[src/rtl/fcr_pkg.sv]
// shared constants and types for the convolution reverb fir block
`default_nettype none

package fcr_pkg;

  // default sizes
  localparam int TapsDef       = 2048;
  localparam int SampleBitsDef = 24;
  localparam int CoefBitsDef   = 24;

  // fixed field and datapath widths
  localparam int IndexBits = 11;
  localparam int AccBits   = 64;

  // item kinds carried in func
  localparam logic FUNC_SAMPLE = 1'b0;
  localparam logic FUNC_COEF   = 1'b1;

  // one tap read issued to the mac datapath
  typedef struct packed {
    logic valid;
    logic first;
    logic last;
  } issue_t;

endpackage

`default_nettype wire

[src/rtl/fcr_mac.sv]
// mac datapath: multiply, accumulate, round, saturate and output register
`default_nettype none

module fcr_mac #(
  parameter int SAMPLE_BITS = fcr_pkg::SampleBitsDef,
  parameter int COEF_BITS   = fcr_pkg::CoefBitsDef
) (
  input  wire logic                          clk_i,
  input  wire logic                          rst_ni,
  input  wire fcr_pkg::issue_t               issue_i,
  input  wire logic [SAMPLE_BITS:0]          dly_rdata_i,
  input  wire logic [COEF_BITS-1:0]          coef_rdata_i,
  output logic                               done_o,
  output logic                               out_valid_o,
  input  wire logic                          out_stall_i,
  output logic signed [SAMPLE_BITS-1:0]      out_sample_o
);

  localparam int AccW  = fcr_pkg::AccBits;
  localparam int ProdW = SAMPLE_BITS + 1 + COEF_BITS;

  localparam logic signed [AccW-1:0] Half   = AccW'(1) << (COEF_BITS - 2);
  localparam logic signed [AccW-1:0] SatMax = (AccW'(1) << (SAMPLE_BITS - 1)) - AccW'(1);
  localparam logic signed [AccW-1:0] SatMin = ~SatMax;

  // read data stage flags
  logic v1_q, f1_q, l1_q;
  // product stage
  logic v2_q, f2_q, l2_q;
  logic signed [ProdW-1:0] prod_q;
  logic signed [AccW-1:0]  prod_ext;
  // accumulate and finish
  logic signed [AccW-1:0]  acc_q;
  logic                    fin_q;
  logic signed [AccW-1:0]  rnd_q;
  logic                    pend_q;
  logic                    load;
  logic signed [SAMPLE_BITS-1:0] sat;
  logic                    out_valid_q;
  logic signed [SAMPLE_BITS-1:0] out_q;

  generate
    if (ProdW >= AccW) begin : g_trunc
      assign prod_ext = prod_q[AccW-1:0];
    end else begin : g_sext
      assign prod_ext = {{(AccW-ProdW){prod_q[ProdW-1]}}, prod_q};
    end
  endgenerate

  always_comb begin
    if (rnd_q > SatMax) begin
      sat = SatMax[SAMPLE_BITS-1:0];
    end else if (rnd_q < SatMin) begin
      sat = SatMin[SAMPLE_BITS-1:0];
    end else begin
      sat = rnd_q[SAMPLE_BITS-1:0];
    end
  end

  // the finished result waits in rnd_q until the output slot frees
  assign load = pend_q && (!out_valid_q || !out_stall_i);

  always_ff @(posedge clk_i) begin
    prod_q <= $signed(dly_rdata_i) * $signed(coef_rdata_i);
    if (v2_q) begin
      acc_q <= (f2_q ? '0 : acc_q) + prod_ext;
    end
    if (fin_q) begin
      rnd_q <= (acc_q + Half) >>> (COEF_BITS - 1);
    end
    if (load) begin
      out_q <= sat;
    end
  end

  always_ff @(posedge clk_i or negedge rst_ni) begin
    if (!rst_ni) begin
      v1_q        <= 1'b0;
      f1_q        <= 1'b0;
      l1_q        <= 1'b0;
      v2_q        <= 1'b0;
      f2_q        <= 1'b0;
      l2_q        <= 1'b0;
      fin_q       <= 1'b0;
      pend_q      <= 1'b0;
      out_valid_q <= 1'b0;
    end else begin
      v1_q  <= issue_i.valid;
      f1_q  <= issue_i.first;
      l1_q  <= issue_i.last;
      v2_q  <= v1_q;
      f2_q  <= f1_q;
      l2_q  <= l1_q;
      fin_q <= v2_q && l2_q;
      if (fin_q) begin
        pend_q <= 1'b1;
      end else if (load) begin
        pend_q <= 1'b0;
      end
      if (load) begin
        out_valid_q <= 1'b1;
      end else if (!out_stall_i) begin
        out_valid_q <= 1'b0;
      end
    end
  end

  assign done_o       = load;
  assign out_valid_o  = out_valid_q;
  assign out_sample_o = out_q;

endmodule

`default_nettype wire

[config.mk]
export PLATFORM = sky130hd
export DESIGN_NAME = fcr_mac
export DESIGN_NICKNAME = d
export VERILOG_FILES = /design/src/rtl/fcr_pkg.sv /design/src/rtl/fcr_mac.sv
export SDC_FILE = /design/constraint.sdc
export NUM_CORES = 2
export LEC_CHECK = 0
export BUFFER_PORTS_ARGS = -buffer_cell sky130_fd_sc_hd__buf_2
export CAP_MARGIN = 0
export CORE_ASPECT_RATIO = 0.6
export CORE_MARGIN = 1.5
export CORE_UTILIZATION = 70
export DETAILED_ROUTE_END_ITERATION = 16
export HOLD_SLACK_MARGIN = 0.03
export PLACE_DENSITY = 0.91
export SETUP_SLACK_MARGIN = 0.5
export SLEW_MARGIN = 20
export SYNTH_ARGS = -nofsm -noshare
export SYNTH_HDL_FRONTEND = slang
export SYNTH_SLANG_ARGS = --single-unit
[constraint.sdc]
create_clock -name clk_i -period 9.2 [get_ports clk_i]
set_clock_uncertainty 0.15 [all_clocks]
set_input_delay 1.84 -clock clk_i [delete_from_list [all_inputs] [get_ports clk_i]]
set_output_delay 1.84 -clock clk_i [all_outputs]
set_load 0.02 [all_outputs]
Yosys cells after proc, flatten, opt, wreduce, memory -nomap -nowiden
Index checks and enable logic that the tools add are counted.

operators by class
  add/sub/neg operators = 2
  multiply operators = 1
  magnitude comparators = 2
  equality and inequality tests = 1
  multiplexer cells = 6
  reductions and logical operators = 6

operators with widths
  cell                    number
  $add 64x24->64 const B  1
  $add 64x64->64          1
  $mux 64                 1
  $mul 25x24->49          1
  $gt 41x24->1 const B    1
  $lt 41x24->1 const B    1
  $mux 24                 1
  $mux 1                  4
  $logic_and 1x1->1       2
  $logic_not 1->1         2
  $ne 2x2->1 const B      1
  $reduce_bool 2->1       1
  $logic_or 1x1->1        1

word-level totals
  register bits after elaboration = 187
  input bits = 55
  output and inout bits = 26
  word-level logic and storage cells = 31

Logic depth before layout (Yosys ltp)
  word-level depth = 5
  gate-level depth with buffers = 27
  mapped depth without buffers = 26

Worst setup path before layout
OpenSTA, ideal clock, no wires.

  kind = input to register
  from = in coef_rdata_i[5]
  to = reg prod_q[47]
  library setup time = 72 ps
  arrival time = 8464 ps
  required time = 8978 ps
  slack = 513 ps
  cell stages on the path = 23
  buffers on the path = 2
  cells stage by stage = clkbuf_1 -> clkbuf_1 -> nand2_1 -> fa_1 -> fa_1 -> fa_1 -> inv_1 -> fa_1 -> fa_1 -> fa_1 -> inv_1 -> fa_1 -> inv_1 -> ha_1 -> a21o_1 -> a21o_1 -> a21o_1 -> a21oi_1 -> o21ai_0 -> a2111oi_0 -> o21bai_1 -> a21oi_1 -> xnor2_1

on the way
  longest elaborated chain between the ends = 1

ends and longest elaborated chain
  what                    line           RTL
  start: declaration      fcr_mac.sv:12  input wire logic [COEF_BITS-1:0] coef_rdata_i,
  $mul 25x24->49          fcr_mac.sv:64  prod_q <= $signed(dly_rdata_i) * $signed(coef_rdata_i);
  end signal: assignment  fcr_mac.sv:64
  end: declaration        fcr_mac.sv:30  logic signed [ProdW-1:0] prod_q;

No other way between the ends.
A chain may end at the register's enable or synchronous reset.

Worst setup path in the final report
  from = in coef_rdata_i[7]
  to = reg prod_q[47]

The elaborated chain is that of the path after synthesis.

==> impl_metrics.yaml <==
logic_synthesis:
  yosysSeqAreaShare: 0.1579
  synth-edff-count: 129
  synthTopCellsByArea: "fa_1, edfxtp_1, inv_1"
  synth_fa_ha_area_frac: 0.4697
  yosys_register_bits: 187
  synthArstFlopShare: 0.04813
  synth_mux_area_frac: 0.0009332
  ys.flop_type: "edfxtp_1"
  synth_top_area_share: 0.3919
  yosys_warnings: 0
  yosys.area_share.xor_xnor: 0.04055
  synth_top_family_by_area: "adder cells"
  synth_cells: 3386
  synth.cell_area_mm2: 0.03218
  ys_types: 69
  synth_top_cell_by_area: "fa_1"
  syn-num-nets: 4271
  syn_area_per_cell_um2: 9.504
  synth_compound_area_frac: 0.07267
  synth-simple-area-share: 0.1630
finish:
  nNetsFinal: 4297
  layout-drive-gt1-share: 0.06774
  nFillCells: 2788
  multi_input_area_mm2: 0.02411
  synthToLayoutAreaGrowth_pct: 6.186
  ff_latch_area_mm2: 0.005082
clocking:
  insertion_delay_ps: 440
  path_clk_slew_ps: 80
  cts_buffer_depth: 2
  cts_tree: "done"
  clock-root-buffer: "clkbuf_16"
  cts_inserted_buffers: 17
  h-tree-depth: 4
  clkSinkCount: 187
floorplan:
  fp-row-count: 60
  start_util: 0.7132
  die_y_um: 169.1
  coreArea_mm2: 0.04512
  die_x_um: 279.8
  dieArea_mm2: 0.04731
  ios: 81
sta:
  timing.fmax_mhz: 116.8
  final_hold_viol_count: 0
  relSlewSlack: 0.2949
  setup_viol: 0
  final.setup.tns_ps: 0
  slew_viol_final: 0
  layout_min_cycle_time_ps: 8563
  finalCritPeriodShare: 0.9308
  rsz0062_at_grt: "false"
  worst_pin_slew_ps: 1058
outcome:
  outcome: "finished, final reports clean"
routing:
  routed_wl_um: 79390
  detail_route.wl_per_cell_um: 19.61
  drcViolationCount: 0
  drt-initial-drc-count: 2375
  dr.pass1.iters: 6
  antenna_left: 0
  via_count: 24270
  via_per_inst: 5.996
global_route:
  grt_max_degree: 66
  antenna_found_initial: 3
  grt_pass1_vias: 25730
  grt_remaining_overflow: 0
  grt_pass1_wl_um: 130100
  grt_usage: 0.3521
placed_design:
  port_buffers: 80
  hpwlAfterDp_um: 63800
  place_congestion: 0.9628
critical_path:
  cp.arrival_ps: 8790
  crit_required_ps: 9420
  endpoint_kind: "flip-flop"
  crit_fanout: 14
  start_kind: "input port"
  crit_type: "in2reg"
min_path:
  hold_class: "reg2reg"
flow_run:
  maxCapViolCount: 0
==> metal layers <==
layer | GRT usage | vias up | share of wire
li1 | - | 10450 | -
met1 | 0.4743 | 11960 | 0.39
met2 | 0.5531 | 1544 | 0.45
met4 | 0.1474 | 0 | 0.046
met5 | 0 | - | 0
met3 | 0.08599 | 317 | 0.11
==> worst max-delay path, cell delays in order <==
cell        delay [ps]
clkbuf_4           210
buf_4              220
and2_1             200
fa_1               590
inv_1               80
fa_1               510
fa_2               590
clkinvlp_4         170
fa_1               580
fa_1               470
fa_1               560
inv_1               60
fa_1               530
inv_1               40
ha_1               360
a21o_1             200
a21o_1             180
a21o_1             160
a21oi_1            170
o21ai_0            150
a2111oi_2          380
o21bai_1           180
a21oi_2            180
xnor2_1            130
==> final cells by class <==
| cell class | count | area share |
|---|---|---|
| multi-input cells | 2383 | 0.7055 |
| flip-flops and latches | 187 | 0.1487 |
| inverters | 669 | 0.07382 |
| repair buffers | 153 | 0.03028 |
| well taps | 620 | 0.02270 |
| clock buffers | 18 | 0.01285 |
| clock inverters | 14 | 0.005712 |
| diodes | 3 | 0.0002197 |
| repair inverters | 1 | 0.0001465 |
==> logic make-up after synthesis <==
logic type               count (synthesis)
XOR/XNOR                               149
AO/OA/AOI/OAI                          351
AND/OR/NAND/NOR                       1050
flip-flops                             187
buffers and inverters                  816
adder cells (fa/ha/maj)                830
multiplexers                             3
==> per-stage QoR <==
stage | hold slack (ps) | cell area, um2 | instances | utilization | worst slack, ps
2_1_floorplan | 181.2 | 32180 | 3386 | - | 513.5
3_5_place_dp | 191.7 | 33310 | 4003 | 0.7382 | 58.76
3_3_place_gp | 181.5 | 33310 | 4003 | 0.7382 | 265.0
6_report | 218.3 | 34170 | 4048 | 0.7573 | 636.7
4_1_cts | 218.4 | 33970 | 4038 | 0.7529 | 552.7
5_1_grt | 219.2 | 34170 | 4048 | 0.7573 | 451.8
==> path summary, 6_finish.rpt <==
check	start	to	slack, ps	cells past startpoint
max	coef_rdata_i[7]	prod_q[47]	640	24
min	v1_q	v2_q	220	0
max reg2reg	f2_q	acc_q[63]	4070	13
min reg2reg	v1_q	v2_q	220	0
max in group asynchronous	rst_ni	f2_q	7600	1
min in group asynchronous	rst_ni	v1_q	1090	1
==> layout by cell type, fill, tap and decap left out, types with 15 or more instances in the layout <==
| master | n |
|---|---|
| nand3_1 | 41 |
| clkbuf_16 | 17 |
| dfxtp_1 | 49 |
| inv_1 | 665 |
| nor2b_1 | 76 |
| a21oi_1 | 98 |
| nand4_1 | 30 |
| and2_1 | 296 |
| nand2_1 | 376 |
| buf_4 | 69 |
| and3_1 | 21 |
| nor3_1 | 15 |
| fa_1 | 625 |
| nor2_1 | 138 |
| o21ai_0 | 53 |
| o21bai_1 | 16 |
| xnor2_1 | 101 |
| a21o_1 | 77 |
| xor2_1 | 48 |
| nand2b_1 | 23 |
| ha_1 | 199 |
| edfxtp_1 | 129 |
| buf_2 | 64 |
==> state kept, by name (all words and copies together) (netlist names), 24 cells and up <==
| signal | flops |
|---|---|
| acc_q | 64 |
| out_sample_o | 24 |
| rnd_q | 41 |
| prod_q | 49 |
==> cells in the mapped netlist (all sizes together) (16+ instances only) <==
cell type  count
and2         299
fa           630
a21oi        103
edfxtp       129
dfxtp         49
nand4         30
nor2         138
xnor2        101
a21o          77
and3          21
nand2        377
o21ai         57
inv          669
ha           200
nand2b        23
nor2b         76
clkbuf       142
nand3         41
o21bai        16
xor2          48
==> repair_timing <==
action	4_1_cts	5_1_grt
hold endpoints to repair	0	0
gates resized for setup	2	53
pin swaps	0	9
setup buffers	3	6
gates cloned	0	1
hold buffers	0	0
endpoints found under the setup margin	1	8
Power is left out: the tool's default activity adds up to more than one toggle a clock period on the data nets, which glitch-free logic cannot reach.
