==> config.mk <==
export PLATFORM = sky130hd
export DESIGN_NAME = fcr_seq
export DESIGN_NICKNAME = d
export VERILOG_FILES = /design/src/rtl/fcr_pkg.sv /design/src/rtl/fcr_seq.sv
export SDC_FILE = /design/constraint.sdc
export NUM_CORES = 1
export LEC_CHECK = 0
export BUFFER_PORTS_ARGS = -buffer_cell sky130_fd_sc_hd__clkbuf_2
export CORE_ASPECT_RATIO = 0.9
export CORE_MARGIN = 2
export CORE_UTILIZATION = 25
export DETAILED_ROUTE_END_ITERATION = 10
export HOLD_SLACK_MARGIN = 0.1
export PLACE_DENSITY_LB_ADDON = 0.3
export SYNTH_ARGS = -nofsm -noshare
export SYNTH_HDL_FRONTEND = slang
export SYNTH_SLANG_ARGS = --single-unit
==> constraint.sdc <==
create_clock -name clk_i -period 2.6 [get_ports clk_i]
set_clock_uncertainty 0.15 [all_clocks]
set_input_delay 0.26 -clock clk_i [delete_from_list [all_inputs] [get_ports clk_i]]
set_output_delay 0.26 -clock clk_i [all_outputs]
set_load 0.005 [all_outputs]
==> src/rtl/fcr_pkg.sv <==
// shared constants and types for the convolution reverb fir block
`default_nettype none

package fcr_pkg;

  // default sizes
  localparam int TapsDef       = 2048;
  localparam int SampleBitsDef = 24;
  localparam int CoefBitsDef   = 24;

  // fixed field and datapath widths
  localparam int IndexBits = 11;
  localparam int AccBits   = 64;

  // item kinds carried in func
  localparam logic FUNC_SAMPLE = 1'b0;
  localparam logic FUNC_COEF   = 1'b1;

  // one tap read issued to the mac datapath
  typedef struct packed {
    logic valid;
    logic first;
    logic last;
  } issue_t;

endpackage

`default_nettype wire

==> src/rtl/fcr_seq.sv <==
// sequencer: input handshake, memory clear, delay line writes and tap address walk
`default_nettype none

module fcr_seq #(
  parameter int TAPS        = fcr_pkg::TapsDef,
  parameter int SAMPLE_BITS = fcr_pkg::SampleBitsDef,
  parameter int COEF_BITS   = fcr_pkg::CoefBitsDef,
  localparam int AddrW = $clog2(TAPS)
) (
  input  wire logic                           clk_i,
  input  wire logic                           rst_ni,
  input  wire logic                           in_valid_i,
  output logic                                in_stall_o,
  input  wire logic                           func_i,
  input  wire logic signed [SAMPLE_BITS-1:0]  left_sample_i,
  input  wire logic signed [SAMPLE_BITS-1:0]  right_sample_i,
  input  wire logic [fcr_pkg::IndexBits-1:0]  coef_index_i,
  input  wire logic signed [COEF_BITS-1:0]    coef_value_i,
  output logic                                dly_we_o,
  output logic [AddrW-1:0]                    dly_waddr_o,
  output logic [SAMPLE_BITS:0]                dly_wdata_o,
  output logic [AddrW-1:0]                    dly_raddr_o,
  output logic                                coef_we_o,
  output logic [AddrW-1:0]                    coef_waddr_o,
  output logic [COEF_BITS-1:0]                coef_wdata_o,
  output logic [AddrW-1:0]                    coef_raddr_o,
  output fcr_pkg::issue_t                     issue_o,
  input  wire logic                           done_i
);

  localparam logic [1:0] S_CLEAR = 2'd0;
  localparam logic [1:0] S_IDLE  = 2'd1;
  localparam logic [1:0] S_RUN   = 2'd2;
  localparam logic [1:0] S_DRAIN = 2'd3;

  localparam logic [AddrW-1:0] LastAddr = AddrW'(TAPS - 1);

  logic [1:0]       state_q, state_d;
  logic [AddrW-1:0] clr_q, clr_d;
  logic [AddrW-1:0] wp_q, wp_d;
  logic [AddrW-1:0] tap_q, tap_d;
  logic [AddrW-1:0] pos_q, pos_d;

  logic                 accept;
  logic                 clearing;
  logic                 coef_in_range;
  logic                 tap_last;
  logic [SAMPLE_BITS:0] sum;

  assign in_stall_o    = (state_q != S_IDLE);
  assign accept        = in_valid_i && !in_stall_o;
  assign clearing      = (state_q == S_CLEAR);
  assign coef_in_range = (32'(coef_index_i) < 32'(TAPS));
  assign tap_last      = (tap_q == LastAddr);

  // stereo sum is exact one bit wider
  assign sum = {left_sample_i[SAMPLE_BITS-1], left_sample_i}
             + {right_sample_i[SAMPLE_BITS-1], right_sample_i};

  always_comb begin
    state_d = state_q;
    clr_d   = clr_q;
    wp_d    = wp_q;
    tap_d   = tap_q;
    pos_d   = pos_q;
    unique case (state_q)
      S_CLEAR: begin
        clr_d = clr_q + 1'b1;
        if (clr_q == LastAddr) begin
          state_d = S_IDLE;
        end
      end
      S_IDLE: begin
        if (accept && (func_i == fcr_pkg::FUNC_SAMPLE)) begin
          state_d = S_RUN;
          tap_d   = '0;
          pos_d   = wp_q;
          wp_d    = (wp_q == LastAddr) ? '0 : wp_q + 1'b1;
        end
      end
      S_RUN: begin
        tap_d = tap_q + 1'b1;
        // walk the delay line backwards from the newest entry
        pos_d = (pos_q == '0) ? LastAddr : pos_q - 1'b1;
        if (tap_last) begin
          state_d = S_DRAIN;
        end
      end
      S_DRAIN: begin
        if (done_i) begin
          state_d = S_IDLE;
        end
      end
      default: state_d = S_IDLE;
    endcase
  end

  always_ff @(posedge clk_i or negedge rst_ni) begin
    if (!rst_ni) begin
      state_q <= S_CLEAR;
      clr_q   <= '0;
      wp_q    <= '0;
      tap_q   <= '0;
      pos_q   <= '0;
    end else begin
      state_q <= state_d;
      clr_q   <= clr_d;
      wp_q    <= wp_d;
      tap_q   <= tap_d;
      pos_q   <= pos_d;
    end
  end

  assign dly_we_o    = clearing || (accept && (func_i == fcr_pkg::FUNC_SAMPLE));
  assign dly_waddr_o = clearing ? clr_q : wp_q;
  assign dly_wdata_o = clearing ? '0 : sum;
  assign dly_raddr_o = pos_q;

  assign coef_we_o    = clearing || (accept && (func_i == fcr_pkg::FUNC_COEF) && coef_in_range);
  assign coef_waddr_o = clearing ? clr_q : AddrW'(coef_index_i);
  assign coef_wdata_o = clearing ? '0 : coef_value_i;
  assign coef_raddr_o = tap_q;

  assign issue_o.valid = (state_q == S_RUN);
  assign issue_o.first = (state_q == S_RUN) && (tap_q == '0);
  assign issue_o.last  = (state_q == S_RUN) && tap_last;

`ifndef SYNTHESIS
  a_done_in_drain: assert property (@(posedge clk_i) disable iff (!rst_ni)
    done_i |-> (state_q == S_DRAIN))
    else $error("result handed off outside drain");

  a_pos_in_range: assert property (@(posedge clk_i) disable iff (!rst_ni)
    (state_q == S_RUN) |-> (32'(pos_q) < 32'(TAPS)))
    else $error("delay read address out of range");

  a_first_on_entry: assert property (@(posedge clk_i) disable iff (!rst_ni)
    (accept && (func_i == fcr_pkg::FUNC_SAMPLE)) |=> issue_o.first)
    else $error("tap walk did not start at tap zero");
`endif

endmodule

`default_nettype wire

# [Word-level counts from Yosys, hierarchy flattened]
# Cells that the tools add are included.
[classes] n_bitwise=1 n_addsub=5 mux=15 n_reduce_logical=15 n_eq_ne=11
[ops] op="two-way mux 11 bit" count=6
[ops] op="one-hot mux 11 bit (2 select lines)" count=2
[ops] op="adder 11 x 1 -> 11 bit (second input constant)" count=3
[ops] op="== test 11 bit (second input constant)" count=3
[ops] op="adder 24 x 24 -> 25 bit" count=1
[ops] op="two-way mux 25 bit" count=1
[ops] op="two-way mux 24 bit" count=1
[ops] op="zero test 11 bit" count=2
[ops] op="subtractor 11 x 1 -> 11 bit (second input constant)" count=1
[ops] op="two-way mux 2 bit" count=4
[ops] op="one-hot mux 2 bit (4 select lines)" count=1
[ops] op="!= test 2 x 1 -> 1 bit (second input constant)" count=3
[ops] op="logical AND 1 bit" count=5
[ops] op="== test 2 bit (second input constant)" count=2
[ops] op="!= test 2 bit (second input constant)" count=2
[ops] op="AND reduction 2 bit" count=2
[ops] op="AND reduction 4 bit" count=1
[ops] op="== test 2 x 1 -> 1 bit (second input constant)" count=1
[ops] op="zero test 2 bit" count=1
[ops] op="logical OR 1 bit" count=2
[ops] op="nonzero test 2 bit" count=1
[ops] op="zero test 1 bit" count=1
[ops] op="inverter 1 bit" count=1
[word_totals] word_cells=52 regBits=46

# [Logic depth before layout (Yosys ltp)]
[depth] ltp_word=6 mapped_depth=10 ltp_nobuf=9

# [Worst setup path before layout]
# OpenSTA, ideal clock, no wires.
[synth_path] path_kind="in2out" startpoint="in left_sample_i[0]" endpoint="out dly_wdata_o[20]" slack_ns=0.078 stages=9 path_buffers=0 arrival_time_ns=2.112 cell_sequence="ha_1 -> inv_1 -> fa_1 -> and2b_1 -> o211ai_1 -> a31o_1 -> a31o_2 -> a21bo_1 -> mux2_4"
[synth_via] elab_chain_len=2
[synth_lines] element="from (decl)" line="fcr_seq.sv:15" source="input wire logic signed [SAMPLE_BITS-1:0] left_sample_i,"
[synth_lines] element="adder 24 x 24 -> 25 bit" line="fcr_seq.sv:58" source="+ {right_sample_i[SAMPLE_BITS-1], right_sample_i};"
[synth_lines] element="two-way mux 25 bit" line="fcr_seq.sv:116" source="assign dly_wdata_o = clearing ? '0 : sum;"
[synth_lines] element="to (decl)" line="fcr_seq.sv:21" source="output logic [SAMPLE_BITS:0] dly_wdata_o,"
# Every way passes these cells.

# [Worst setup path in the final report]
# Ends and elaborated chain as after synthesis.

==> summary.md <==
| Metric | Value |
|---|---|
| YS warnings | `0` |
| H-tree lvl count | `2` |
| Synth Area per Inst | `7.656 um^2` |
| Die height | `128.6 um` |
| Clock net sink count | `46` |
| RD Place Congestion | `0.8483` |
| Vias/cell | `4.791` |
| Min Clock Period, post-route | `2680 ps` |
| Slowest stage delay, CP | `330 ps` |
| MaxCap Viol Count | `0` |
| Pwr Total | `4445 uW` |
| Starting DRT DRC Count | `184` |
| Combinational share of power | `0.568` |
| Routed len/inst | `13.49 um` |
| Max Transition Viols Final | `0` |
| Clk Latency, worst-skew pair | `290 ps` |
| Largest net degree at the start of global routing | `57` |
| Clock transition at the registers of the reported paths | `60 ps` |
| Status | `finished with violations` |
| Synthesized cell area | `4310 um^2` |
| CP arrival | `2270 ps` |
| RSZ-0062 raised after global routing | `true` |
| Max IR drop VDD | `0.0003269 V` |
| Final setup violation count | `2` |
| Initial antenna violation count | `0` |
| Power per cell area | `730.2 nW/um^2` |
| Aggregate global routing overflow | `0` |
| Most frequent cells in the layout | `clkbuf_2, nand2_1, o21ai_0, dfrtp_1, a21oi_1` |
| Failing checks | `setup timing` |
| Most common cell after layout, fill and taps aside | `clkbuf_2` |
| Fmax | `373.2 MHz` |
| Required time of the critical path | `2190 ps` |
| Leakage | `0.003056 uW` |
| Synth cell types | `60` |
| Clock network power share | `0.167` |
| Pre-antenna DRT Iters | `4` |
| I/O pin count | `187` |
| # rows | `45` |
| Num CTS Buffers | `5` |
| Area post-placement | `5731 um^2` |
| GRT Util Overall | `0.1380` |
| CP Class | `in -> out` |
| Routed wire length | `13320 um` |
| Worst slew pin tran | `612.1 ps` |
| Residual DRC | `0` |
| Rel. slew slack | `0.5888` |
| Pre-CTS setup slack | `-259.3 ps` |
| Hold WC Path Type | `in -> reg` |
| Fraction of layout cells with a size suffix above 1 | `0.3591` |
| Syn Nets | `685` |
| P_sw | `1917 uW` |
| Startpoint Class | `primary input` |
| CP max FO | `3` |
| CTS tree | `yes` |
| IO buf count | `186` |
| Die footprint | `18310 um^2` |
| Reg power frac | `0.266` |
| #FFs+latches synth | `46` |
| Internal | `2528 uW` |
| CP cell instances | `buf_8 > ha_4 > inv_2 > fa_2 > and2b_1 > o211ai_1 > a31o_2 > a31o_4 > a21bo_1 > mux2_4 > buf_6` |
| Final nets | `898` |
| Critical-path top delay cell | `fa_2` |
| Part of the cycle the worst path needs | `1.031` |
| DRT antenna net count | `0` |
| Vias | `4734` |
| DP HPWL | `10550 um` |
| Sequential fraction of the synthesis area | `0.2671` |
| Post-Synthesis Cells | `563` |
| Ranking of synthesized cells by area | `dfrtp_1, ha_1, a21oi_1` |
| Final worst slack | `-79.64 ps` |
| Layout Area Growth over Synthesis | `41.22%` |
| Yosys top cell by area | `dfrtp_1` |
| CTS Buffer Depth | `2` |
| Final instance area | `6087 um^2` |
| Initial core utilization | `0.2552` |
| Core area | `16890 um^2` |
| Post-synth top area share | `0.2671` |
| Die X | `142.4 um` |
| Number of synthesized flops with an enable pin | `0` |
| Sw frac | `0.4313` |
| Root buffer cell | `clkbuf_16` |
| Top FF cell, synth | `dfrtp_1` |
| Vias in the first global route | `4294` |
| Diode count | `0` |
| Crit. End Element | `output pin` |
| Final-report hold violation count | `0` |
| First-pass GRT wire length | `21130 um` |
| Async SR Flop Fraction | `1.000` |
-- critical path, delay by kind of cell --
family | cells | cell delay [ps]
simple gates | 1 | 220
buf+inv | 3 | 220
compound gates | 4 | 810
mux | 1 | 300
fa+ha+maj | 2 | 460
-- synthesized netlist by cell type, types with 2 or more instances --
cell and n:
or3_1 4, xor2_1 14, nor2_1 39, nand2b_1 4, nor3b_1 4, ha_1 33
a21o_1 13, a21oi_1 52, nor4_1 5, buf_1 4, o211ai_1 6, a21o_2 2
xnor2_1 16, nor3_1 22, inv_1 42, o21a_1 5, a211oi_1 3, clkbuf_1 12
a31o_2 2, dfrtp_1 46, and3_1 5, mux2_2 8, mux2i_1 3, o21ai_1 5
a21boi_0 4, a31oi_1 3, o2111ai_1 2, nand2_1 54, buf_2 6, o22ai_1 3
nor2b_1 31, nand4_1 14, a221o_1 2, and3b_1 3, o21ai_0 51, o21bai_1 2
and2_1 3, nand3_1 14
-- state kept, by name, indices dropped and copies added (netlist names) --
register / flops
clr_q: 11
coef_raddr_o: 11
dly_raddr_o: 11
wp_q: 11
state_q: 2
-- routing by layer --
metal | global-route usage | part of all wire
met5 | 0 | 0
met4 | 0.01573 | 0.0059
met3 | 0.02084 | 0.055
met2 | 0.2151 | 0.44
met1 | 0.2075 | 0.50
-- per-stage QoR --
stage	setup TNS (ps)	std cells	hold slack, ps	utilization
floorplan	0	563	-185.6	-
global placement	-810.2	975	123.6	0.3393
detailed placement	-1004	975	124.2	0.3393
CTS	-376.1	985	290.5	0.3534
global route	-464.0	988	313.8	0.3604
finish	-127.6	988	273.0	0.3604
-- final timing paths --
check,from,end,slack [ps],depth (start not counted)
max,left_sample_i[0],dly_wdata_o[20],-80,11
min,done_i,state_q[0],270,3
max reg2reg,state_q[1],wp_q[10],270,7
min reg2reg,wp_q[10],wp_q[10],350,1
max in group asynchronous,rst_ni,clr_q[1],1730,3
min in group asynchronous,rst_ni,dly_raddr_o[4],340,3
-- area by class of cell --
| cell class | instances | area, um^2 |
|---|---|---|
| clock buffer | 5 | 125.1 |
| timing repair buffer | 228 | 1300 |
| multi-input combinational | 453 | 3045 |
| tap | 211 | 264.0 |
| sequential | 46 | 1151 |
| inverter | 42 | 157.7 |
| fill | 1821 | 10800 |
| clock inverter | 3 | 43.79 |
-- logic make-up (layout without fill, tap and decap cells) --
family	Yosys count	in the layout	share of synthesized area
buffers and inverters	64	278	0.05747
AOI/OAI and AO/OA	166	166	0.2337
muxes	12	12	0.03135
adders and majority gates	34	34	0.1004
xor gates and xnor gates	30	30	0.06096
and+or+nand+nor	211	211	0.2491
DFF	46	46	0.2671
-- power by group through the flow --
stage          registers [uW]  clock network (uW)  logic, uW
2_1_floorplan            1130                   0       1430
3_3_place_gp             1190                   0       2470
3_5_place_dp             1190                   0       2480
4_1_cts                  1180                 754       2510
5_1_grt                  1220                 791       2830
6_report                 1180                 741       2520
-- timing repair --
action	CTS	global route
hold buffers	1	0
buffers inserted	1	3
pin swaps	5	8
endpoints found under the hold margin	46	0
endpoints found under the setup margin	8	14
resized for setup	9	24
Power figures use the tool's default switching activity.
