### src/rtl/fcr_ram.sv
// generic single write port ram with registered read
`default_nettype none

module fcr_ram #(
  parameter int Width = 8,
  parameter int Depth = 2,
  localparam int AddrW = $clog2(Depth)
) (
  input  wire logic             clk_i,
  input  wire logic             we_i,
  input  wire logic [AddrW-1:0] waddr_i,
  input  wire logic [Width-1:0] wdata_i,
  input  wire logic [AddrW-1:0] raddr_i,
  output logic      [Width-1:0] rdata_o
);

  logic [Width-1:0] mem_q [Depth];
  logic [Width-1:0] rdata_q;

  always_ff @(posedge clk_i) begin
    if (we_i) begin
      mem_q[waddr_i] <= wdata_i;
    end
    rdata_q <= mem_q[raddr_i];
  end

  assign rdata_o = rdata_q;

endmodule

`default_nettype wire

### config.mk
export PLATFORM = sky130hd
export DESIGN_NAME = fcr_ram
export DESIGN_NICKNAME = d
export VERILOG_FILES = /design/src/rtl/fcr_ram.sv
export SDC_FILE = /design/constraint.sdc
export NUM_CORES = 1
export LEC_CHECK = 0
export ABC_AREA = 1
export BUFFER_PORTS_ARGS = -buffer_cell sky130_fd_sc_hd__buf_2
export CAP_MARGIN = 25
export CORE_ASPECT_RATIO = 1.25
export CORE_MARGIN = 8
export CORE_UTILIZATION = 45
export CTS_BUF_LIST = sky130_fd_sc_hd__clkbuf_4 sky130_fd_sc_hd__clkbuf_8
export DETAILED_ROUTE_END_ITERATION = 7
export PLACE_DENSITY = 0.73
export SLEW_MARGIN = 5
export SYNTH_ARGS = -nofsm -noshare
export SYNTH_HDL_FRONTEND = slang
export SYNTH_SLANG_ARGS = --single-unit
### constraint.sdc
create_clock -name clk_i -period 1 [get_ports clk_i]
set_clock_uncertainty 0.1 [all_clocks]
set_input_delay 0.2 -clock clk_i [delete_from_list [all_inputs] [get_ports clk_i]]
set_output_delay 0.2 -clock clk_i [all_outputs]
set_load 0.05 [all_outputs]
---- Word level (Yosys, flattened, before mapping) ----
Memory sizes are Yosys's and may differ from the RTL's. A register that Yosys moved wholly into a read port is not among the register bits.
Index checks and enable logic that the tools add are counted.
storage, ports and cells
  bits in registers ....................... 0
  latch bits .............................. 0
  RAM bits ................................ 16
  memory bits (read-only) ................. 0
  bits of input ports ..................... 12
  output and inout bits ................... 8
  logic and storage cells ................. 3
  memories ................................ 1
memories
  memory  words  width  rd ports  clocked after memory_dff  wr ports  RTL line  source
  mem_q   2      8      1         1                         1         17        logic [Width-1:0] mem_q [Depth];
operators by class
  $add $sub $neg .......................... 0
  multiply operators ...................... 0
  divide/modulo/power cells ............... 0
  magnitude comparators ................... 0
  equality and inequality tests ........... 0
  shift-type cells ........................ 0
  muxes and demuxes ....................... 2
  bitwise logic cells ..................... 0
  reduce and logical (&&, ||, !) cells .... 0
operators with widths
  kind              number
  2-to-1 mux 1 bit  2

---- Longest topological paths before layout ----
Gate-level depths: netlist (run 1).
  depth in word-level cells ............... 2
  mapped depth ............................ 4
  depth with buffers taken out ............ 3

---- Worst setup path after synthesis (run 1) ----
Ideal clock, no wire load.
  kind .................................... input port to flip-flop
  start ................................... input we_i
  end ..................................... memory mem_q[0][0], enable pin
  library setup time ...................... 0.371 ns
  arrival ................................. 0.589 ns
  required time ........................... 0.529 ns
  slack ................................... -0.060 ns
  stages .................................. 2
  path buffers ............................ 0
  path through ............................ inv_1 -> nor2_1
on the way
  longest elaborated chain between the ends .. 2
ends and longest elaborated chain
  item                                    RTL line  source
  from (decl)                             10        input wire logic we_i,
  2-to-1 mux 1 bit                        21        if (we_i) begin
  2-to-1 mux 1 bit (implied by the code)  22        mem_q[waddr_i] <= wdata_i;
  to (decl)                               17
No other way between the ends.

---- Worst setup path in the final report (run 1) ----
  start ................................... register rdata_q[1] (netlist: rdata_o[1]), read port of mem_q
  end ..................................... output rdata_o[1]
RTL lines
  item         RTL line  source
  from (decl)  18        logic [Width-1:0] rdata_q;
  to (decl)    14        output logic [Width-1:0] rdata_o
No word-level cell between the ends.

==> metrics.sh, run 1 <==
POST-ROUTE-MIN-PERIOD_NS=1.09
YOSYSSEQAREASHARE_PCT=84.2
CRITICAL_PATH.TOP_DELAY_FAMILY='flip-flops'
REPORT.FINAL.SETUP_VIOL=8
NUMBER_OF_REGISTER_BITS_INFERRED_BY_SYNTHESIS=24
NUMPLACEDINSTANCES=91
DRTPASS1ITERATIONS=3
YOSYS.AREA_SHARE.ADDER_PCT=0
ROUTED-VIA-COUNT=445
P_INT_mW=1.45
TIMING.REG2REG.WORST_PATH_DEPTH=2
AREA_GROWTH_PCT=41.1
SYNTH.NET_COUNT=66
CTS-ROOT-BUF='clkbuf_4'
DETAIL_ROUTE.DRC_VIOLATIONS=0
NUM_IO_PINS=20
HORIZ_DIE_DIM_MICRONS=52.8
INITIAL_ANTENNA_VIOLATION_COUNT=0
TOP_LIBRARY_CELLS_BY_USAGE_IN_THE_LAYOUT_FILL_AND_TAPS_ASIDE='nand2_1, edfxtp_1, buf_2'
END_KIND='output port'
MIN-DELAY-PATH-CLASS='in -> reg'
DRIVE_GT1_SHARE_PCT=40.0
TIMING.HOLD.WORST.START='raddr_i'
DETAIL_ROUTE.VIAS_PER_CELL=4.32
MAXSLEWVIOLCOUNT=0
FINAL_COMMON_CELL='nand2_1'
STARTPOINT_TYPE='flip-flop'
RSZ0062_AT_GRT='yes'
PATH_CLK_SLEW_NS=0.13
POST_SYNTH_NUM_CELL_TYPES=7
CRIT_TYPE='reg -> out'
MAX_CLOCK_FREQ_MHz=917
GRT_MAX_DEGREE=14
TIGHTEST_SLEW_NS=0.294
CRITICAL_PATH_REQUIRED_NS=0.70
DR.FIRST_ITER.DRC_COUNT=8
DESIGN.FINAL.NETS=98
CLOCK_INSERTION_DELAY_WORST_SKEW_NS=0.30
YOSYSWARNINGS=0
GLOBALROUTE.TOTALOVERFLOW=0
CAP_VIOLATIONS=0
WORST_REG2REG_STARTPOINT='mem_q[0][3]'
HOLD_VIOL_FINAL=0
ANTENNADIODECOUNT=0
POWERDENSITY_nW_PER_UM2=1770
LAYOUTNONFILLERINSTCOUNT=103
WIRELENGTH_MICRONS=1230
CRITICAL-PATH-SLOWEST-CELL='dfxtp_2'
CRIT_BUF_INV=1
SYN_INST=54
POWER.CLOCK.FRACTION_PCT=23.4
PERIOD_SHARE_PCT=109
TOTAL_POWER_mW=1.90
POWER_SWITCHING_SHARE_PCT=23.9
SYNTH.CELL_AREA_SQ_UM=761
REG_TO_REG_END='rdata_o[3]'
CTS_SETUP_BUFFERS=0
DIEHEIGHT_MICRONS=62.0
FIRST_GLOBAL_VIAS=476
SEQUENTIALPOWERSHARE_PCT=61.5
TRITONCTS='built'
HOLD-PATH-ENDPOINT='rdata_o[3]'
FIRST_PASS_GRT_WIRE_LENGTH_MICRONS=1910
PLACEMENT.IO_BUFFERS=19
CLOCK_SINK_COUNT=24
FP.DIEAREA_SQ_UM=3270
GLOBAL_PLACER_S_FINAL_WEIGHTED_CONGESTION=0.607
SYNTHESIS.AREA_PER_INSTANCE_SQ_UM=14.1
POST_SYNTH_MUX_AREA_SHARE_PCT=0
CTS_MADE_BUFFERS=3
SYNTH_SIMPLE_GATE_AREA_SHARE_PCT=12.8
CRIT_PATH_MAX_FANOUT=1
SYNTH_XOR_XNOR_AREA_SHARE_PCT=0
CRITICAL_PATH_CELL_LIST='buf_8'
GRT_USAGE_PCT=8.15
SYNTH-COMPOUND-AREA-SHARE_PCT=0
WORST_CASE_CLOCK_BUFFER_DEPTH=2
AREA_OF_THE_PLACEABLE_CORE_SQ_UM=1580
COMBINATIONAL_FAMILY_WITH_THE_MOST_AREA_AFTER_SYNTHESIS='simple AND/OR/NAND/NOR gates'
DPL_WORST_SLACK_NS=-0.0239
CRIT_PATH_MAX_INCR_DELAY_NS=0.36
CTS_HTREE_LEVELS=1
TIMING.HOLD.WORST_PATH_DEPTH=3
OUTCOME='complete, but fails checks'
P_COMB_SHARE_PCT=15.2
IRDROPWORSTVDD_mV=1.10
WORSTPATHARRIVAL_NS=0.79
FILL_CELLS=120
R2R_SLACK_NS=0.28
POSTLAYOUTCOREUTIL_PCT=67.9
FLOORPLAN.ROWS=16
FAILED_CHECKS='setup timing'
MAX-SLEW-MARGIN-REL_PCT=80.4
NET-SWITCHING-POWER_mW=0.454
CELLLEAKAGEPOWER_nW=0.468
INITIAL_UTILIZATION_PCT=48.1
SETUP_SLACK_NS=-0.0899
WIRE_PER_INST_MICRONS=12.0
DETAIL-ROUTE-ANTENNA-NETS=0
[per-stage QoR]
stage / setup TNS [ns] / hold WS (ns) / instance area [sq um]
after global placement: 0 / 0.290 / 877
final: -0.665 / 0.0865 / 1070
after floorplan: 0 / 0.199 / 763
after detailed placement: -0.190 / 0.294 / 877
after global routing: -0.923 / 0.0952 / 1070
after CTS: -0.749 / 0.0798 / 1070
[worst min-delay path, delay by kind of cell]
family                 cells  cell delay (ns)
and+or+nand+nor            2             0.11
buffers and inverters      1             0.15
[power by group through the flow]
stage | Clock [mW] | Sequential (mW) | Combinational (mW)
after floorplan | 0 | 1.28 | 0.0467
after global placement | 0 | 1.17 | 0.209
after detailed placement | 0 | 1.18 | 0.214
after CTS | 0.457 | 1.17 | 0.289
after global routing | 0.485 | 1.18 | 0.305
final | 0.444 | 1.17 | 0.289
[layer usage]
metal | wire length (microns) | global-route usage, % | vias to the layer above
met5 | 0 | 0 | -
met4 | 35 | 6.67 | 0
met3 | 81 | 2.38 | 2
met2 | 653 | 15.6 | 13
met1 | 463 | 6.47 | 193
li1 | - | - | 237
[worst max-delay path by stage]
stage,start,depth (start not counted),end
floorplan,we_i,2,mem_q[0][0]
global placement,waddr_i,3,mem_q[1][6]
detailed placement,waddr_i,3,mem_q[1][4]
CTS,rdata_o[1],1,rdata_o[1]
global route,rdata_o[1],1,rdata_o[1]
finish,rdata_o[1],1,rdata_o[1]
[sequential cells by signal, summed over array words and instances, names as in the netlist]
name     cells
mem_q       16
rdata_o      8
[kinds of logic after synthesis]
family,Yosys count
simple gates,26
flops,24
buf+inv,4
[synthesized netlist by cell type]
cell      count  share of area, %
inv_2         1              0.49
nand2_1      25                12
nor2_1        1              0.49
edfxtp_1     16                63
dfxtp_1       8                21
buf_6         1               1.5
inv_1         2              0.99
[repair_timing]
action,4_1_cts,5_1_grt
hold endpoints to repair,16,0
setup endpoints to repair,8,8
resized for setup,30,1
hold buffers,8,0
[cell type report]
class                           count  area, sq um  area share (%)
Clock buffer                        4         30.0            2.80
Inverter                            3         11.3            1.05
Multi-Input combinational cell     26          100            9.32
Sequential cell                    24          651            60.6
Tap cell                           18         22.5            2.10
Timing Repair Buffer               28          259            24.1
Note: power is estimated with default switching activity, not from simulation.
==> inputs of run 2 (changes only) <==
Settings changed: PLACE_DENSITY 0.73 to 0.7.
Clock period 1 ns to 1.2 ns, I/O delays scaled along.
==> metrics.sh, run 2 (synthesis results as in run 1) <==
CAP_VIOLATIONS=0  # unchanged
WORST_CASE_CLOCK_BUFFER_DEPTH=2  # unchanged
FIRST_GLOBAL_VIAS=403  # -15%
TIGHTEST_SLEW_NS=0.324  # +0.0295 ns
PATH_CLK_SLEW_NS=0.13  # about the same
STARTPOINT_TYPE='flip-flop'
DETAILED_PLACE.AREA_SQ_UM=875  # -0.29%
TOP_LIBRARY_CELLS_BY_USAGE_IN_THE_LAYOUT_FILL_AND_TAPS_ASIDE='nand2_1, edfxtp_1, buf_2'
GLOBAL_PLACER_S_FINAL_WEIGHTED_CONGESTION=0.641  # +5.6%
WIRELENGTH_MICRONS=1080  # -13%
WORSTPATHARRIVAL_NS=0.81  # +0.02 ns
CRITICAL_PATH.TOP_DELAY_FAMILY='flip-flops'
GR-USAGE-MET2_PCT=10.9  # -4.7 points
TOP_USAGE_LAYER='met2'
USE_MET1_PCT=7.60  # +1.1 points
CTS-ROOT-BUF='clkbuf_4'
REGISTERS.TOP_BY_FF_COUNT='mem_q'
MAXSLEWVIOLCOUNT=0  # unchanged
MAX_CLOCK_FREQ_MHz=871
HOLD_VIOL_FINAL=0  # unchanged
MET3_USAGE_PCT=0.952  # -1.4 points
ROUTED-VIA-COUNT=420  # -5.6%
OUTCOME='completed'
GLOBALROUTE.TOTALOVERFLOW=0  # unchanged
FP.DIEAREA_SQ_UM=3270  # unchanged
TOTALNEGATIVESETUPSLACK_NS=0  # +0.665 ns
REPORT.FINAL.SETUP_VIOL=0  # -8
PERIOD_SHARE_PCT=95.7
FIRST_PASS_GRT_WIRE_LENGTH_MICRONS=1650  # -14%
FILL_CELLS=115  # -4.2%
GRT_MAX_DEGREE=15  # +1
CRITICAL-PATH-SLOWEST-CELL='dfxtp_1'
CTS_MADE_BUFFERS=3  # unchanged
TRITONCTS='built'
CLOCK_INSERTION_DELAY_WORST_SKEW_NS=0.31  # about the same
TIMING.HOLD.WORST.START='wdata_i[7]'
MAX-SLEW-MARGIN-REL_PCT=78.4  # -2.0 points
AREA_GROWTH_PCT=31.1
END_KIND='output port'
GRT_USAGE_PCT=7.02  # -1.1 points
ANTENNADIODECOUNT=0  # unchanged
SETUP_SLACK_NS=0.0520  # +0.142 ns
DETAIL_ROUTE.VIAS_PER_CELL=4.29  # -0.80%
WIRE_PER_INST_MICRONS=11.0  # -8.3%
RSZ0062_AT_GRT='no'
DETAIL-ROUTE-ANTENNA-NETS=0  # unchanged
CRIT_PATH_MAX_INCR_DELAY_NS=0.35  # about the same
DPL_WORST_SLACK_NS=0.134  # +0.158 ns
PLACEMENT.IO_BUFFERS=19  # unchanged
HOLD-PATH-ENDPOINT='mem_q[0][7]'
CRIT_PATH_MAX_FANOUT=1  # unchanged
CRIT_TYPE='reg -> out'
CRIT_BUF_INV=1  # unchanged
CTS_HTREE_LEVELS=1  # unchanged
DP.FINAL_HPWL_MICRONS=791
NUM_IO_PINS=20  # unchanged
POST-ROUTE-MIN-PERIOD_NS=1.15
CELLLEAKAGEPOWER_nW=0.443  # -5.3%
DESIGN.FINAL.NETS=93  # -5.1%
DETAIL_ROUTE.DRC_VIOLATIONS=0  # unchanged
CLOCK_SINK_COUNT=24  # unchanged
INITIAL_ANTENNA_VIOLATION_COUNT=0  # unchanged
LAYOUTNONFILLERINSTCOUNT=98  # -4.9%
LARGEST_REGISTER_FFS=16  # unchanged
HORIZ_DIE_DIM_MICRONS=52.8  # unchanged
NUMPLACEDINSTANCES=91  # unchanged
CRITICAL_PATH_REQUIRED_NS=0.86  # +0.16 ns
REG_TO_REG_END='rdata_o[4]'
WORST_REG2REG_STARTPOINT='mem_q[0][4]'
DR.FIRST_ITER.DRC_COUNT=2  # -6
POWERDENSITY_nW_PER_UM2=1740  # -2.0%
FINAL_COMMON_CELL='nand2_1'
POST-ROUTE-CELL-AREA_SQ_UM=997  # -7.1%
INITIAL_UTILIZATION_PCT=48.1  # unchanged
DRIVE_GT1_SHARE_PCT=32.5  # -7.5 points
MIN-DELAY-PATH-CLASS='in -> reg'
CRITICAL_PATH_CELL_LIST='buf_6'
R2R_SLACK_NS=0.49  # +0.21 ns
FLOORPLAN.ROWS=16  # unchanged
DRTPASS1ITERATIONS=4  # +1
AREA_OF_THE_PLACEABLE_CORE_SQ_UM=1580  # unchanged
TIMING.REG2REG.WORST_PATH_DEPTH=2  # unchanged
TIMING.HOLD.WORST_PATH_DEPTH=1  # -2
DIEHEIGHT_MICRONS=62.0  # unchanged
IRDROPWORSTVDD_mV=0.912  # -17%
## run 2: cell count changes in the layout (fill, tap and decap cells not counted)
cell,change
buf_6,+4
dfxtp_1,+7
nor2_2,-1
bufinv_16,+1
dfxtp_2,-7
buf_8,-7
buf_4,+3
clkbuf_4,-1
nor2_1,+1
dlygate4sd3_1,-5
## run 2: area by class of cell
class	instances	area, sq um	share of cell area, %
clock buffer	3	22.5	2.26
clock inverter	1	30.0	3.01
inverter	3	11.3	1.13
multi-input combinational	26	97.6	9.79
sequential	24	642	64.4
tap	18	22.5	2.26
timing repair buffer	23	171	17.2
## run 2: worst max-delay path by stage
| stage | start | end | slack [ns] | cells after the start |
|---|---|---|---|---|
| finish | rdata_o[2] | rdata_o[2] | 0.05 | 1 |
| global route | rdata_o[7] | rdata_o[7] | 0.003 | 1 |
| CTS | rdata_o[2] | rdata_o[2] | 0.03 | 1 |
| detailed placement | waddr_i | mem_q[1][3] | 0.13 | 3 |
| global placement | waddr_i | mem_q[1][0] | 0.17 | 3 |
| floorplan | we_i | mem_q[0][0] | 0.10 | 2 |
## run 2: through the flow
stage	hold WS (ns)	util, %	total power [mW]
after floorplan	0.239	-	1.10
after global placement	0.323	55.3	1.15
after detailed placement	0.328	55.3	1.15
after CTS	0.00732	59.9	1.72
after global routing	0.00252	63.1	1.79
final	0.0127	63.1	1.73
## run 2: power breakdown
part	switching (mW)	total [mW]	internal [mW]	leakage (nW)
clock	0.227	0.564	0.337	0.0279
combinational	0.132	0.204	0.0722	0.198
sequential	0.0173	0.964	0.946	0.218
total	0.376	1.73	1.36	0.443
## run 2: what timing repair did
item / in CTS / in global routing
cloned: 0 / 0
resized for setup: 8 / 6
endpoints found under the hold margin: 0 / 6
hold buffers: 0 / 3
endpoints found under the setup margin: 8 / 5
buffers inserted: 0 / 0
## run 2: routing by layer
layer / wire (microns) / part of all wire [%]
met2: 494 / 46
met1: 482 / 45
met5: 0 / 0
met3: 63 / 5.9
met4: 36 / 3.3
==> inputs of run 3 (changes only) <==
Settings changed: ABC_AREA 1 to 0, PLACE_DENSITY 0.7 to 0.69.
==> metrics.sh, run 3 <==
OUTCOME='completed'
GRT_USAGE_PCT=6.46  # -0.55 points
FILL_CELLS=128  # +11%
SYNTH-MAIN-FF-CELL='edfxtp_1'
HOLD_VIOL_FINAL=0  # unchanged
CTS-ROOT-BUF='clkbuf_4'
STARTPOINT_TYPE='flip-flop'
NUM_IO_PINS=20  # unchanged
MAX_CLOCK_FREQ_MHz=866  # -0.61%
FLOORPLAN.ROWS=17  # +1
FINALHOLDWORSTSLACK_NS=0.0183  # +0.00562 ns
CTS_HTREE_LEVELS=1  # unchanged
CRIT_PATH_MAX_INCR_DELAY_NS=0.33  # -0.02 ns
COMBINATIONAL_FAMILY_WITH_THE_MOST_AREA_AFTER_SYNTHESIS='multiplexers'
SYNTH_XOR_XNOR_AREA_SHARE_PCT=0  # unchanged
DETAIL-ROUTE-ANTENNA-NETS=0  # unchanged
INITIAL_UTILIZATION_PCT=46.1  # -2.0 points
ROUTED-VIA-COUNT=371  # -12%
TOTALNEGATIVESETUPSLACK_NS=0  # unchanged
CRITICAL_PATH_REQUIRED_NS=0.86  # about the same
PATH_CLK_SLEW_NS=0.12  # about the same
DR.FIRST_ITER.DRC_COUNT=6  # +4
SYNTH_SIMPLE_GATE_AREA_SHARE_PCT=1.59  # -11 points
CLOCK_SINK_COUNT=24  # unchanged
TOP_LIBRARY_CELLS_BY_USAGE_IN_THE_LAYOUT_FILL_AND_TAPS_ASIDE='edfxtp_1, buf_2, mux2_4'
YOSYSSEQAREASHARE_PCT=81.7  # -2.6 points
CLOCK_INSERTION_DELAY_WORST_SKEW_NS=0.30  # about the same
MAX-SLEW-MARGIN-REL_PCT=76.7  # -1.7 points
CAP_VIOLATIONS=0  # unchanged
NETLIST_TOP_CELLS_COUNT='edfxtp_1, dfxtp_1, mux2_4'
TIGHTEST_SLEW_NS=0.349  # +0.0253 ns
POST-ROUTE-MIN-PERIOD_NS=1.15  # +0.00702 ns
REGISTERS.TOP_BY_FF_COUNT='mem_q'
YOSYS-TOP-CELLS-AREA='edfxtp_1, dfxtp_1, mux2_4'
SYNTH.NET_COUNT=47  # -29%
WIRE_PER_INST_MICRONS=12.7  # +16%
FIRST_GLOBAL_VIAS=380  # -5.7%
MAXSLEWVIOLCOUNT=0  # unchanged
GLOBALROUTE.TOTALOVERFLOW=0  # unchanged
GRT_MAX_DEGREE=15  # unchanged
DESIGN.FINAL.NETS=74  # -20%
DRIVE_GT1_SHARE_PCT=54.1  # +22 points
DETAIL_ROUTE.DRC_VIOLATIONS=0  # unchanged
POST_SYNTH_MUX_AREA_SHARE_PCT=15.3  # +15 points
MIN-DELAY-PATH-CLASS='in -> reg'
ANTENNADIODECOUNT=0  # unchanged
INITIAL_ANTENNA_VIOLATION_COUNT=0  # unchanged
RSZ0062_AT_GRT='no'
TRITONCTS='built'
IRDROPWORSTVDD_mV=0.914  # +0.24%
POST_SYNTH_NUM_CELL_TYPES=6  # -1
SYN_INST=35  # -35%
CRITICAL-PATH-SLOWEST-CELL='dfxtp_1'
AREA_GROWTH_PCT=30.8
NUMBER_OF_REGISTER_BITS_INFERRED_BY_SYNTHESIS=24  # unchanged
YOSYS.AREA_SHARE.ADDER_PCT=0  # unchanged
SYNTH_EDF_COUNT=16  # unchanged
WORSTPATHARRIVAL_NS=0.81  # about the same
YS_ASYNC_SR_FRACTION_PCT=0  # unchanged
CRIT_BUF_INV=1  # unchanged
LARGEST_REGISTER_FFS=16  # unchanged
PLACEMENT.IO_BUFFERS=19  # unchanged
CRIT_PATH_MAX_FANOUT=1  # unchanged
HORIZ_DIE_DIM_MICRONS=53.3  # +1.1%
FIRST_PASS_GRT_WIRE_LENGTH_MICRONS=1620  # -1.7%
POWERDENSITY_nW_PER_UM2=1710  # -1.6%
AREA_OF_THE_PLACEABLE_CORE_SQ_UM=1700  # +7.6%
DETAIL_ROUTE.VIAS_PER_CELL=4.64  # +8.2%
YOSYS.AREA.TOP_TYPE='edfxtp_1'
REPORT.FINAL.SETUP_VIOL=0  # unchanged
YOSYSWARNINGS=0  # unchanged
END_KIND='output port'
SYNTHMOSTINSTANTIATEDCELL='edfxtp_1'
FINAL_COMMON_CELL='edfxtp_1'
FP.DIEAREA_SQ_UM=3340  # +2.2%
SYNTH-COMPOUND-AREA-SHARE_PCT=0  # unchanged
SYNTHESIS.AREA_PER_INSTANCE_SQ_UM=22.4  # +59%
WIRELENGTH_MICRONS=1020  # -5.3%
CELLLEAKAGEPOWER_nW=0.423  # -4.6%
DIEHEIGHT_MICRONS=62.7  # +1.1%
YOSYSTOPAREACELLSHARE_PCT=61.2  # -1.9 points
CRITICAL_PATH_CELL_LIST='buf_4'
SYNTH.CELL_AREA_SQ_UM=785  # +3.1%
CRITICAL_PATH.TOP_DELAY_FAMILY='flip-flops'
CTS_MADE_BUFFERS=3  # unchanged
GLOBAL_PLACER_S_FINAL_WEIGHTED_CONGESTION=0.594  # -7.4%
DRTPASS1ITERATIONS=2  # -2
PERIOD_SHARE_PCT=96.2  # +0.58 points
CRIT_TYPE='reg -> out'
WORST_CASE_CLOCK_BUFFER_DEPTH=2  # unchanged
[run 3: kinds of logic (layout without fill, tap and decap cells)]
group	count (synthesis)	count (layout)
simple gates	2	2
flops	24	24
buf+inv	1	27
mux	8	8
[run 3: repair_timing]
| action | in CTS | in global routing |
|---|---|---|
| resized for setup | 8 | 7 |
| setup buffers | 0 | 0 |
| setup endpoints to repair | 8 | 6 |
| hold buffers | 0 | 3 |
| endpoints found under the hold margin | 0 | 6 |
[run 3: worst paths after layout]
check | from | end | slack (ns) | depth (start not counted)
min reg2reg | mem_q[0][3] | rdata_o[3] | 0.39 | 1
max | rdata_o[2] | rdata_o[2] | 0.05 | 1
max reg2reg | mem_q[0][5] | rdata_o[5] | 0.34 | 1
min | wdata_i[2] | mem_q[1][2] | 0.02 | 1
[run 3: stage by stage]
step	worst slack, ns	utilization [%]	cell area [sq um]	std cells	power (mW)
after floorplan	0.0666	-	785	35	1.12
after global placement	0.119	52.9	900	73	1.17
after detailed placement	0.0791	52.9	900	73	1.18
after CTS	0.0101	57.1	972	77	1.75
after global routing	0.00180	60.3	1030	80	1.82
final	0.0450	60.3	1030	80	1.75
[run 3: per-layer routing]
layer / vias to the layer above / global-route usage (%) / part of all wire [%]
met5: - / 0 / 0
met4: 0 / 4.75 / 0.88
met3: 2 / 2.62 / 10
met2: 15 / 9.71 / 50
met1: 172 / 6.90 / 39
li1: 182 / - / -
[run 3: final cells by class]
cell class	count	area [sq um]	share of cell area, %
multi-input combinational	10	133	12.9
tap	19	23.8	2.32
timing repair buffer	23	175	17.1
clock buffer	3	22.5	2.20
clock inverter	1	30.0	2.93
sequential	24	642	62.6
[run 3: where the power goes]
| part | switching [mW] | internal [mW] |
|---|---|---|
| logic | 0.128 | 0.101 |
| registers | 0.0184 | 0.947 |
| clock network | 0.222 | 0.337 |
| total | 0.368 | 1.39 |
